**src/rtl/udwo_pkg.sv**
```systemverilog
// Shared constants for the UTF-8 decoder with byte offsets.
`default_nettype none

package udwo_pkg;

  // Widths of the fixed result fields and the depth of the result run
  localparam int unsigned CpW    = 21;
  localparam int unsigned ByteW  = 8;
  localparam int unsigned MaxRes = 4;
  localparam int unsigned CntW   = 3;

  // Replacement character for bad or cut-off sequences
  localparam logic [CpW-1:0] Repl = 21'h00FFFD;

  // Sequence lengths named by lead byte
  localparam logic [2:0] LenOne   = 3'd1;
  localparam logic [2:0] LenTwo   = 3'd2;
  localparam logic [2:0] LenThree = 3'd3;
  localparam logic [2:0] LenFour  = 3'd4;

endpackage

`default_nettype wire

```
**src/rtl/utf8_decode_with_offsets.sv**
```systemverilog
// Top level: streaming UTF-8 decoder that tags each code point with its start offset.
// Flow: an accepted byte waits in the input register and is decoded into the result
// register once that register is empty or its last result is being taken.
// Throughput: one byte per cycle while the output is ready and a byte causes at most
// one result; an error flush of n results holds the result register until all are taken.
// Reset: asynchronous, active low; clears decode state, counters and valids.
`default_nettype none

module utf8_decode_with_offsets #(
  parameter int unsigned OFFSET_BITS = 16
) (
  input  wire logic                         clk_i,
  input  wire logic                         rst_ni,
  input  wire logic                         in_valid_i,
  output logic                              in_ready_o,
  input  wire logic [udwo_pkg::ByteW-1:0]   data_byte_i,
  input  wire logic                         final_byte_i,
  output logic                              out_valid_o,
  input  wire logic                         out_ready_i,
  output logic [udwo_pkg::CpW-1:0]          code_point_o,
  output logic [OFFSET_BITS-1:0]            start_offset_o,
  output logic                              string_done_o,
  output logic [OFFSET_BITS-1:0]            total_bytes_o,
  output logic                              run_last_o
);

  import udwo_pkg::*;

  localparam logic [OFFSET_BITS-1:0] OffMax = {OFFSET_BITS{1'b1}};

  function automatic logic [OFFSET_BITS-1:0] sat_add(input logic [OFFSET_BITS-1:0] a,
                                                    input logic [1:0] k);
    logic [OFFSET_BITS:0] s;
    s = {1'b0, a} + {{(OFFSET_BITS - 1){1'b0}}, k};
    return s[OFFSET_BITS] ? OffMax : s[OFFSET_BITS-1:0];
  endfunction

  // Input register
  logic             ivalid_q, ivalid_d;
  logic [ByteW-1:0] byte_q;
  logic             fin_q;

  // Decode state
  logic [CpW-1:0]         partial_q, partial_d;
  logic [2:0]             exp_q, exp_d;
  logic [1:0]             held_q, held_d;
  logic [OFFSET_BITS-1:0] seq_start_q, seq_start_d;
  logic [OFFSET_BITS-1:0] counter_q, counter_d;

  // Result register: run of up to four results, head at slot zero
  logic [CpW-1:0]         res_cp_q  [MaxRes];
  logic [OFFSET_BITS-1:0] res_off_q [MaxRes];
  logic [CntW-1:0]        cnt_q;
  logic                   run_fin_q;
  logic [OFFSET_BITS-1:0] total_q;

  logic move;
  logic out_take;

  // Combinational decode results
  logic [CpW-1:0]         slot_cp  [MaxRes];
  logic [OFFSET_BITS-1:0] slot_off [MaxRes];
  logic [CntW-1:0]        run_n;
  logic [OFFSET_BITS-1:0] next_off;

  logic           pending;
  logic           is_cont;
  logic [CpW-1:0] partial_ext;
  logic [2:0]     held_ext;
  logic [2:0]     lead_len;
  logic [CpW-1:0] lead_cp;
  logic           lead_parse;
  logic           lead_emit;
  logic [1:0]     lead_idx;

  // Handshakes
  assign out_take    = out_valid_o && out_ready_i;
  assign move        = ivalid_q && ((cnt_q == '0) || ((cnt_q == CntW'(1)) && out_ready_i));
  assign in_ready_o  = !ivalid_q || move;
  assign ivalid_d    = (in_valid_i && in_ready_o) || (ivalid_q && !move);

  // Classify the lead byte
  always_comb begin
    lead_cp  = Repl;
    lead_len = LenOne;
    if (!byte_q[7]) begin
      lead_cp  = {{(CpW - ByteW){1'b0}}, byte_q};
    end else if (byte_q[7:5] == 3'b110) begin
      lead_cp  = {{(CpW - 5){1'b0}}, byte_q[4:0]};
      lead_len = LenTwo;
    end else if (byte_q[7:4] == 4'b1110) begin
      lead_cp  = {{(CpW - 4){1'b0}}, byte_q[3:0]};
      lead_len = LenThree;
    end else if (byte_q[7:3] == 5'b11110) begin
      lead_cp  = {{(CpW - 3){1'b0}}, byte_q[2:0]};
      lead_len = LenFour;
    end
  end

  // Decode one byte against the pending sequence
  always_comb begin
    pending     = (exp_q != '0);
    is_cont     = (byte_q[7:6] == 2'b10);
    partial_ext = {partial_q[CpW-7:0], byte_q[5:0]};
    held_ext    = {1'b0, held_q} + 3'd1;
    next_off    = sat_add(counter_q, 2'd1);

    lead_parse  = !(pending && is_cont);
    lead_emit   = lead_parse && ((lead_len == LenOne) || fin_q);
    lead_idx    = pending ? held_q : 2'd0;

    partial_d   = partial_q;
    exp_d       = exp_q;
    held_d      = held_q;
    seq_start_d = seq_start_q;
    run_n       = '0;

    if (pending && is_cont) begin
      if (held_ext >= exp_q) begin
        run_n       = CntW'(1);
        partial_d   = '0;
        exp_d       = '0;
        held_d      = '0;
        seq_start_d = '0;
      end else if (fin_q) begin
        run_n = held_ext;
      end else begin
        partial_d = partial_ext;
        held_d    = held_ext[1:0];
      end
    end else begin
      // flush what is held, then the byte as a new lead
      run_n = (pending ? {1'b0, held_q} : 3'd0) + {2'b00, lead_emit};
      if (!lead_emit) begin
        partial_d   = lead_cp;
        exp_d       = lead_len;
        held_d      = 2'd1;
        seq_start_d = counter_q;
      end else begin
        partial_d   = '0;
        exp_d       = '0;
        held_d      = '0;
        seq_start_d = '0;
      end
    end

    // end of string returns the decoder to its reset state
    if (fin_q) begin
      partial_d   = '0;
      exp_d       = '0;
      held_d      = '0;
      seq_start_d = '0;
    end
    counter_d = fin_q ? '0 : next_off;

    // fill result slots: replacement at successive offsets, lead at its place
    for (int k = 0; k < MaxRes; k++) begin
      slot_cp[k]  = Repl;
      slot_off[k] = sat_add(seq_start_q, 2'(k));
      if (lead_emit && (2'(k) == lead_idx)) begin
        slot_cp[k]  = (lead_len == LenOne) ? lead_cp : Repl;
        slot_off[k] = counter_q;
      end
    end
    if (pending && is_cont && (held_ext >= exp_q)) begin
      slot_cp[0] = partial_ext;
    end
  end

  // Capture input beats
  always_ff @(posedge clk_i) begin
    if (in_valid_i && in_ready_o) begin
      byte_q <= data_byte_i;
      fin_q  <= final_byte_i;
    end
  end

  // Advance control and decode state
  always_ff @(posedge clk_i or negedge rst_ni) begin
    if (!rst_ni) begin
      ivalid_q    <= 1'b0;
      partial_q   <= '0;
      exp_q       <= '0;
      held_q      <= '0;
      seq_start_q <= '0;
      counter_q   <= '0;
      cnt_q       <= '0;
    end else begin
      ivalid_q <= ivalid_d;
      if (move) begin
        partial_q   <= partial_d;
        exp_q       <= exp_d;
        held_q      <= held_d;
        seq_start_q <= seq_start_d;
        counter_q   <= counter_d;
        cnt_q       <= run_n;
      end else if (out_take) begin
        cnt_q <= cnt_q - CntW'(1);
      end
    end
  end

  // Load a new run or shift the current one toward slot zero
  always_ff @(posedge clk_i) begin
    if (move) begin
      for (int k = 0; k < MaxRes; k++) begin
        res_cp_q[k]  <= slot_cp[k];
        res_off_q[k] <= slot_off[k];
      end
      run_fin_q <= fin_q;
      total_q   <= next_off;
    end else if (out_take) begin
      for (int k = 0; k < MaxRes - 1; k++) begin
        res_cp_q[k]  <= res_cp_q[k+1];
        res_off_q[k] <= res_off_q[k+1];
      end
    end
  end

  // Drive the result beat
  assign out_valid_o    = (cnt_q != '0);
  assign run_last_o     = (cnt_q == CntW'(1));
  assign string_done_o  = run_last_o && run_fin_q;
  assign code_point_o   = res_cp_q[0];
  assign start_offset_o = res_off_q[0];
  assign total_bytes_o  = string_done_o ? total_q : '0;

  // Checks
  a_cnt_range : assert property (@(posedge clk_i) disable iff (!rst_ni)
    cnt_q <= CntW'(MaxRes))
    else $error("result count out of range");

  a_final_gives_result : assert property (@(posedge clk_i) disable iff (!rst_ni)
    move && fin_q |-> run_n != '0)
    else $error("final byte produced no result");

  a_final_clears : assert property (@(posedge clk_i) disable iff (!rst_ni)
    move && fin_q |=> counter_q == '0 && exp_q == '0)
    else $error("state not cleared after final byte");

  a_held_below_len : assert property (@(posedge clk_i) disable iff (!rst_ni)
    exp_q != '0 |-> {1'b0, held_q} < exp_q)
    else $error("pending sequence holds too many bytes");

endmodule

`default_nettype wire
```
**config.mk**
```make
export PLATFORM = sky130hd
export DESIGN_NAME = utf8_decode_with_offsets
export DESIGN_NICKNAME = d
export VERILOG_FILES = /design/src/rtl/udwo_pkg.sv /design/src/rtl/utf8_decode_with_offsets.sv
export SDC_FILE = /design/constraint.sdc
export NUM_CORES = 1
export LEC_CHECK = 0
export ABC_CLOCK_PERIOD_IN_PS = 3000
export BUFFER_PORTS_ARGS = -buffer_cell sky130_fd_sc_hd__buf_2
export CAP_MARGIN = 0
export CORE_MARGIN = 2
export CORE_UTILIZATION = 55
export DETAILED_ROUTE_END_ITERATION = 12
export GPL_TIMING_DRIVEN = 0
export PLACE_DENSITY = 0.76
export SYNTH_ARGS = -nofsm -noshare
export SYNTH_HDL_FRONTEND = slang
export SYNTH_SLANG_ARGS = --single-unit
export TNS_END_PERCENT = 50
```
**constraint.sdc**
```tcl
create_clock -name clk_i -period 3 [get_ports clk_i]
set_clock_uncertainty 0.05 [all_clocks]
set_input_delay 0.15 -clock clk_i [delete_from_list [all_inputs] [get_ports clk_i]]
set_output_delay 0.15 -clock clk_i [all_outputs]
set_load 0.05 [all_outputs]
```
# Word level (Yosys, flattened, before mapping)
# Memories as Yosys holds them, arrays and structs flattened.
# Index checks and enable logic that the tools add are counted.
# word_totals
regBits,82
latch_bits,0
ram_bits,148
rom_bits,0
input_bits,13
out_inout_bits,57
wordCells,121
mem_count,2
# classes
add_sub_neg,7
n_mul,0
n_div,0
order_cmp,1
eq_ne,10
shifts,0
mux,58
bitwise,6
n_reduce_logical,26
# mem_list
name,words,width,rd,rd_ports_with_merged_regs,wr,line_no,text
res_cp_q,4,21,4,0,4,utf8_decode_with_offsets.sv:51,logic [CpW-1:0] res_cp_q [MaxRes];
res_off_q,4,16,4,0,4,utf8_decode_with_offsets.sv:52,logic [OFFSET_BITS-1:0] res_off_q [MaxRes];
# op_table
cell,n
two-way mux 16 bit,22
two-way mux 21 bit,8
two-way mux 15 bit,4
two-way mux 3 bit,13
"adder 16 x 1 -> 17 bit, second input constant",2
"adder 16 x 2 -> 17 bit, second input constant",2
logical AND 1 bit,13
two-way mux 2 bit,5
"== test 3 x 1 -> 1 bit, second input constant",2
two-way mux 1 bit,6
bitwise OR 1 bit,6
nonzero test 3 bit,2
"== test 5 bit, second input constant",1
"== test 2 bit, first input constant",2
"== test 4 bit, second input constant",1
logical OR 1 bit,4
adder 2 x 1 -> 3 bit,1
"adder 2 x 1 -> 3 bit, second input constant",1
"== test 3 bit, second input constant",1
>= comparator 3 bit,1
logical NOT 1 bit,3
logical NOT 3 bit,1
"inequality test 3 x 2 -> 1 bit, second input constant",1
"subtractor 3 x 1 -> 3 bit, second input constant",1
other kinds (5),5

# Logic depth before layout (Yosys ltp)
# Gate-level depths: netlist of run 1.
# depth
word_depth,12
ltp_mapped,11
ltp_nobuf,8

# Least setup slack after synthesis of run 1
# Ideal clock, no wire load.
# synth_timing
path_kind,reg2reg
startpoint,register cnt_q[0]
endpoint,"memory res_cp_q[0][0], enable pin"
setup_time_ns,0.439
t_arrival_ns,2.626
t_required_ns,2.511
slack_ns,-0.115
stages_incl_launch_ff,6
path_buffers,0
period_less_slack_ns,3.115
path_cell_list,dfrtp_1 inv_1 ha_1 nor2b_1 mux2i_1 inv_1
# synth_rtl
element,line_no,text
from (decl),utf8_decode_with_offsets.sv:53,logic [CntW-1:0] cnt_q;
from (signal assigned),utf8_decode_with_offsets.sv:196,cnt_q <= run_n;
from (signal assigned),utf8_decode_with_offsets.sv:198,cnt_q <= cnt_q - CntW'(1);
to (decl),utf8_decode_with_offsets.sv:51,

==> impl_metrics.json, run 1 <==
{
  "run_status": "finished, final reports clean",
  "postRouteAntennaNets": 0,
  "synth_edf_count": 135,
  "vias": 7913,
  "port_buffers": 69,
  "critPathMaxFanout": 10,
  "cts.sinks": 191,
  "required_ns": 3.20,
  "regArea_um2": 5460,
  "finalSetupViolations": 0,
  "synthArstFlopShare_pct": 29.3,
  "clk_pin_slew_ns": 0.07,
  "hold_path.class": "input port to flip-flop",
  "end_kind": "flip-flop",
  "min-delay-start": "out_ready_i",
  "diodes": 0,
  "wl_um": 25500,
  "multi_input_area_um2": 3900,
  "synthFlopType": "edfxtp_1",
  "vias_per_cell": 6.04,
  "dp_hpwl_um": 17200,
  "synth_cells": 968,
  "overflow": 0,
  "fin_crit_sh_pct": 94.9,
  "tightest_slew_ns": 0.924,
  "fmax_mhz": 351,
  "layout.nets": 1096,
  "fillerInstances": 1449,
  "cts_setup_buffers": 0,
  "syn_area_per_cell_um2": 10.5,
  "core_um2": 18000,
  "grtUsageTotal_pct": 26.7,
  "wl_per_cell_um": 19.4,
  "r2r-start": "cnt_q[0]$_DFFE_PN0P_",
  "die_area_um2": 19600,
  "cpMaxStageDelayCell": "clkbuf_1",
  "rsz0062_at_grt": "false",
  "antenna_found_initial": 0,
  "path_cells": "inv_1 -> ha_1 -> a21oi_1 -> o21a_1 -> buf_2 -> buf_2 -> clkbuf_1 -> nand2_1 -> o21ai_1",
  "fp.dieH_um": 140,
  "drv_cap": 0,
  "p_total_uw": 9720,
  "netlist_area_um2": 10100,
  "cts_root_buffer": "clkbuf_16",
  "max-slew-margin-rel_pct": 38.0,
  "numCtsBuffers": 17,
  "final_area_um2": 11500,
  "drcViolationCount": 0,
  "ios": 70,
  "crit_top_cell": "buf_2",
  "maxSlewViolCount": 0,
  "clk_path_buf_depth": 2,
  "initial_core_util_pct": 56.3,
  "drt_iter0_markers": 811,
  "seq_area_frac_synth_pct": 53.8,
  "drive_gt1_share_pct": 20.8,
  "hold_viol": 0,
  "grt_pass1_vias": 7480,
  "cts-htree-levels": 4,
  "row_count": 49,
  "synth_cell_types": 74,
  "powerDensity_nw_per_um2": 842,
  "cp_slowest_stage_delay_ns": 0.63,
  "cp-start-kind": "flip-flop",
  "setup.worst_path.start": "cnt_q[0]$_DFFE_PN0P_",
  "grt_max_degree": 57,
  "p_leak_uw": 0.00480,
  "dpl_cell_area_um2": 10800,
  "drtPass1Iterations": 5,
  "max-vdd-ir-drop_uv": 793,
  "cp.arrival_ns": 3.04,
  "min_period_ns": 2.85,
  "grt_pass1_wl_um": 40500,
  "syn_to_final_growth_pct": 13.7,
  "path_class": "flip-flop to flip-flop",
  "place_congestion": 0.965,
  "die_w_um": 140,
  "cts_tree": "done",
  "synth_fp_nets": 995,
  "tns_ns": 0,
  "ys_ff_latch": 191,
  "hold_slack_ns": 0.0824,
  "yosysWarnings": 0,
  "clk_latency_ns": 0.45
}
## Yosys cell counts (all sizes together), types with 2 or more instances
cell type    n  area share, %
ha          14            1.7
inv         16           0.59
clkbuf      33            1.2
nor3b        3           0.27
nand2      145            5.6
nand4       18            1.2
nand3       23            1.2
buf         88            6.0
o21a         6           0.46
xnor2       27            2.3
or2          6           0.37
a41oi        2           0.17
dfrtp       56             14
o41ai        4           0.49
and4         5           0.43
a21oi       43            2.2
nor4         8           0.85
a41o         2           0.20
o22ai       32            2.0
and3        26            1.7
o22a        13            1.1
a21o        13           0.97
and2        12           0.74
nor2        53            2.1
a311oi       2           0.23
edfxtp     135             40
nor3        13           0.74
a31oi        9           0.62
a31o         3           0.26
a22o        16            1.4
xor2        19            1.6
o21ai       81            4.0
nor2b        7           0.43
mux2i       17            1.7
nand2b       4           0.25
## routing by layer
metal	vias to the layer above	wire length, um	global-route usage, %	part of all wire, %
met3	52	2240	6.47	8.8
met4	0	596	8.68	2.3
met1	3789	10900	37.4	43
li1	3660	-	-	-
met5	-	0	0	0
met2	412	11800	41.2	46
## final timing paths
| kind | cells after the start | to | slack [ns] |
|---|---|---|---|
| setup / recovery | 9 | res_off_q[0][8]$_DFFE_PP_ | 0.15 |
| hold reg to reg | 0 | run_fin_q$_DFFE_PP_ | 0.44 |
| hold / removal | 3 | cnt_q[2]$_DFFE_PN0P_ | 0.08 |
| min in group asynchronous | 2 | partial_q[4]$_DFFE_PN0P_ | 0.27 |
| setup reg to reg | 9 | res_off_q[0][8]$_DFFE_PP_ | 0.15 |
| max in group asynchronous | 2 | counter_q[12]$_DFFE_PN0P_ | 2.12 |
## cells by family (layout without fill, tap and decap cells)
logic type / after synthesis / in the layout / synth area share (%)
muxes: 18 / 18 / 1.79
AOI/OAI and AO/OA: 234 / 234 / 14.8
xor gates and xnor gates: 46 / 46 / 3.97
DFF: 191 / 191 / 53.8
and+or+nand+nor: 328 / 328 / 16.1
adders and majority gates: 14 / 14 / 1.73
buffers and inverters: 137 / 251 / 7.78
## critical path: cells and delay by family (launching register included)
family          cells  cell delay, ns
compound gates      3            0.53
buf+inv             4            1.29
simple gates        1            0.12
fa+ha+maj           1            0.24
flops               1            0.42
## through the flow
step	utilization, %	setup WS, ns	std cells
2_1_floorplan	-	0.0218	968
3_3_place_gp	59.8	-0.732	1266
3_5_place_dp	60.0	0.126	1268
4_1_cts	64.0	0.0619	1311
5_1_grt	64.0	0.0790	1311
6_report	64.0	0.154	1311
## placed cells by master, fill, tap and decap left out, types with 18 or more instances in the layout
master	n
a21oi_1	41
and3_1	25
buf_2	94
buf_4	53
clkbuf_1	33
clkbuf_16	18
dfrtp_1	56
edfxtp_1	135
nand2_1	141
nand3_1	21
nor2_1	51
o21ai_0	46
o21ai_1	35
o22ai_1	32
xnor2_1	27
xor2_1	19
## cell type report
cell class / instances / share of cell area [%]
timing repair buffer: 82 / 4.32
clock inverter: 12 / 1.16
multi-input combinational: 640 / 33.8
clock buffer: 20 / 4.06
inverter: 16 / 0.553
tap: 229 / 2.48
sequential: 191 / 47.3
buffer: 121 / 6.34
## sequential cells by signal (all words and copies together) (netlist names)
| name | flops |
|---|---|
| res_off_q | 64 |
| res_cp_q | 45 |
| counter_q | 16 |
| seq_start_q | 16 |
| total_q | 16 |
| partial_q | 15 |
| byte_q | 8 |
| cnt_q | 3 |
| exp_q | 3 |
| held_q | 2 |
| fin_q | 1 |
| ivalid_q | 1 |
| run_fin_q | 1 |
## power breakdown
| group | switching (uW) | leakage [uW] | internal [uW] |
|---|---|---|---|
| Sequential | 236 | 0.00202 | 3620 |
| Combinational | 2540 | 0.00248 | 994 |
| Clock | 1070 | 0.000298 | 1260 |
| Total | 3850 | 0.00480 | 5860 |
## repair_timing
action,CTS,global route
hold endpoints to repair,12,0
endpoints found under the setup margin,0,3
gates resized for setup,0,1
hold buffers,11,0
(Power assumes the default switching activity.)
==> run 2, diff against run 1 <==
Settings changed: BUFFER_PORTS_ARGS -buffer_cell sky130_fd_sc_hd__buf_2 to unset, CELL_PAD_IN_SITES_DETAIL_PLACEMENT set to 1, CELL_PAD_IN_SITES_GLOBAL_PLACEMENT set to 1, CORE_UTILIZATION 55 to 46, DONT_BUFFER_PORTS set to 1.
==> run 2 against run 1 <==
Against the previous run: fmax is 0.70% lower; sequential share of layout area up 1.2 points; via count down 2.6%; global-route usage shrank 1.7 points; cell area decreased by 2.4%; routed wire length grew 13%; worst setup slack got worse by 0.020 ns; combinational power fell by 4%; sequential cell count did not move; die area grew 19%; clock-buffer cell count decreased by 3.
==> impl_metrics.json, run 2 (synthesized netlist as in run 1, its figures left out) <==
{
  "cts.sinks": 191,
  "port_buffers": 0,
  "fmax_mhz": 349,
  "final_common_cell": "nand2_1",
  "overflow": 0,
  "dp_hpwl_um": 19900,
  "cp-start-kind": "flip-flop",
  "wl_um": 28800,
  "fin_crit_sh_pct": 95.5,
  "whs_path_depth": 2,
  "min_period_ns": 2.87,
  "grt_pass1_vias": 7851,
  "initial_core_util_pct": 46.6,
  "cts-htree-levels": 4,
  "die_w_um": 153,
  "finalSetupViolations": 0,
  "powerDensity_nw_per_um2": 845,
  "cts_setup_buffers": 0,
  "vias_per_cell": 5.95,
  "clk_path_buf_depth": 2,
  "drv_cap": 0,
  "drcViolationCount": 0,
  "numCtsBuffers": 17,
  "drive_gt1_share_pct": 15.7,
  "wl_per_cell_um": 22.2,
  "hold_path.class": "input port to flip-flop",
  "worstRegToRegCells": 11,
  "p_total_uw": 9510,
  "path_class": "flip-flop to flip-flop",
  "p_sw_share_pct": 41.2,
  "drtPass1Iterations": 5,
  "diodes": 0,
  "required_ns": 3.29,
  "drt_iter0_markers": 672,
  "pwr-share-clk_pct": 23.6,
  "core_um2": 21800,
  "clk_latency_ns": 0.45,
  "fp.dieH_um": 153,
  "final_cells": 1295,
  "largest_register_ffs": 64,
  "fillerInstances": 2406,
  "die_area_um2": 23300,
  "regArea_um2": 5460,
  "critPathMaxFanout": 10,
  "end_kind": "flip-flop",
  "grtUsageTotal_pct": 25.0,
  "max-vdd-ir-drop_uv": 404,
  "grt_max_degree": 57,
  "dpl_cell_area_um2": 10500,
  "tightest_slew_ns": 1.03,
  "hold_viol": 0,
  "setup_ws_ns": 0.134,
  "power.net_switching_uw": 3920,
  "vias": 7707,
  "comb_power_share_pct": 35.6,
  "postRouteAntennaNets": 0,
  "cts_root_buffer": "clkbuf_16",
  "cts_tree": "done",
  "pre_cts_slack_ns": 0.120,
  "run_status": "finished, final reports clean",
  "cp.arrival_ns": 3.15,
  "dp.cells": 1250,
  "fin_util_pct": 51.7,
  "final_cell_mix": "nand2_1 (141), edfxtp_1 (135), dfrtp_1 (56)",
  "antenna_found_initial": 0,
  "seq_power_share_pct": 40.7,
  "grt_pass1_wl_um": 45200,
  "clk_pin_slew_ns": 0.08,
  "syn_to_final_growth_pct": 10.9,
  "place_congestion": 0.905,
  "layout.nets": 1029,
  "p_leak_uw": 0.00450,
  "largestRegisters": "res_off_q: 64 flops, res_cp_q: 45 flops",
  "row_count": 54,
  "maxSlewViolCount": 0,
  "max-slew-margin-rel_pct": 31.0,
  "rsz0062_at_grt": "false",
  "final_area_um2": 11300,
  "multi_input_area_um2": 3900,
  "ios": 70,
  "p_int_uw": 5590,
  "largest_register": "res_off_q"
}
-- run 2: final timing paths --
check / startpoint / endpoint / slack (ns)
max in group asynchronous: rst_ni / seq_start_q[3]$_DFFE_PN0P_ / 2.44
min in group asynchronous: rst_ni / partial_q[9]$_DFFE_PN0P_ / 0.21
min reg2reg: partial_q[12]$_DFFE_PN0P_ / partial_q[12]$_DFFE_PN0P_ / 0.45
max: fin_q$_DFFE_PP_ / cnt_q[1]$_DFFE_PN0P_ / 0.13
max reg2reg: fin_q$_DFFE_PP_ / cnt_q[1]$_DFFE_PN0P_ / 0.13
min: out_ready_i / cnt_q[1]$_DFFE_PN0P_ / 0.1
-- run 2: layout make-up --
class	count	area share, %
sequential	191	48.5
multi-input combinational	640	34.7
buffer	121	6.51
clock buffer	17	3.78
tap	280	3.11
timing repair buffer	15	1.67
clock inverter	15	1.23
inverter	16	0.567
-- run 2: per-stage QoR --
step | hold WS [ns] | setup TNS [ns]
after global placement | -0.190 | -64.53
after global routing | 0.104 | 0
after CTS | 0.0974 | 0
after detailed placement | -0.190 | 0
after floorplan | -0.196 | 0
final | 0.0995 | 0
-- run 2: per-layer routing --
layer | part of all wire [%] | global-route usage, %
met2 | 49 | 41.5
met4 | 2.6 | 9.13
met3 | 4.7 | 3.04
met5 | 0 | 0
met1 | 44 | 34.0
-- run 2: worst max-delay path, cell delays in order (launching register included) --
cell	delay (ns)
edfxtp_1	0.42
buf_4	0.21
nand3b_1	0.26
a31oi_2	0.32
buf_4	0.23
buf_4	0.20
nor2_1	0.08
ha_1	0.22
ha_1	0.27
a21oi_1	0.12
o21ai_0	0.13
a22o_1	0.23
-- run 2: timing repair --
action / CTS / global route
hold buffers: 13 / 0
resized for setup: 1 / 2
setup endpoints to repair: 9 / 55
endpoints found under the hold margin: 67 / 0
-- run 2: power by group through the flow --
| stage | Sequential, uW | Combinational (uW) | Clock [uW] |
|---|---|---|---|
| after floorplan | 3830 | 2590 | 0 |
| final | 3880 | 3390 | 2250 |
| after global placement | 3910 | 3230 | 0 |
| after detailed placement | 3940 | 3350 | 0 |
| after CTS | 3880 | 3390 | 2270 |
| after global routing | 3950 | 3630 | 2370 |
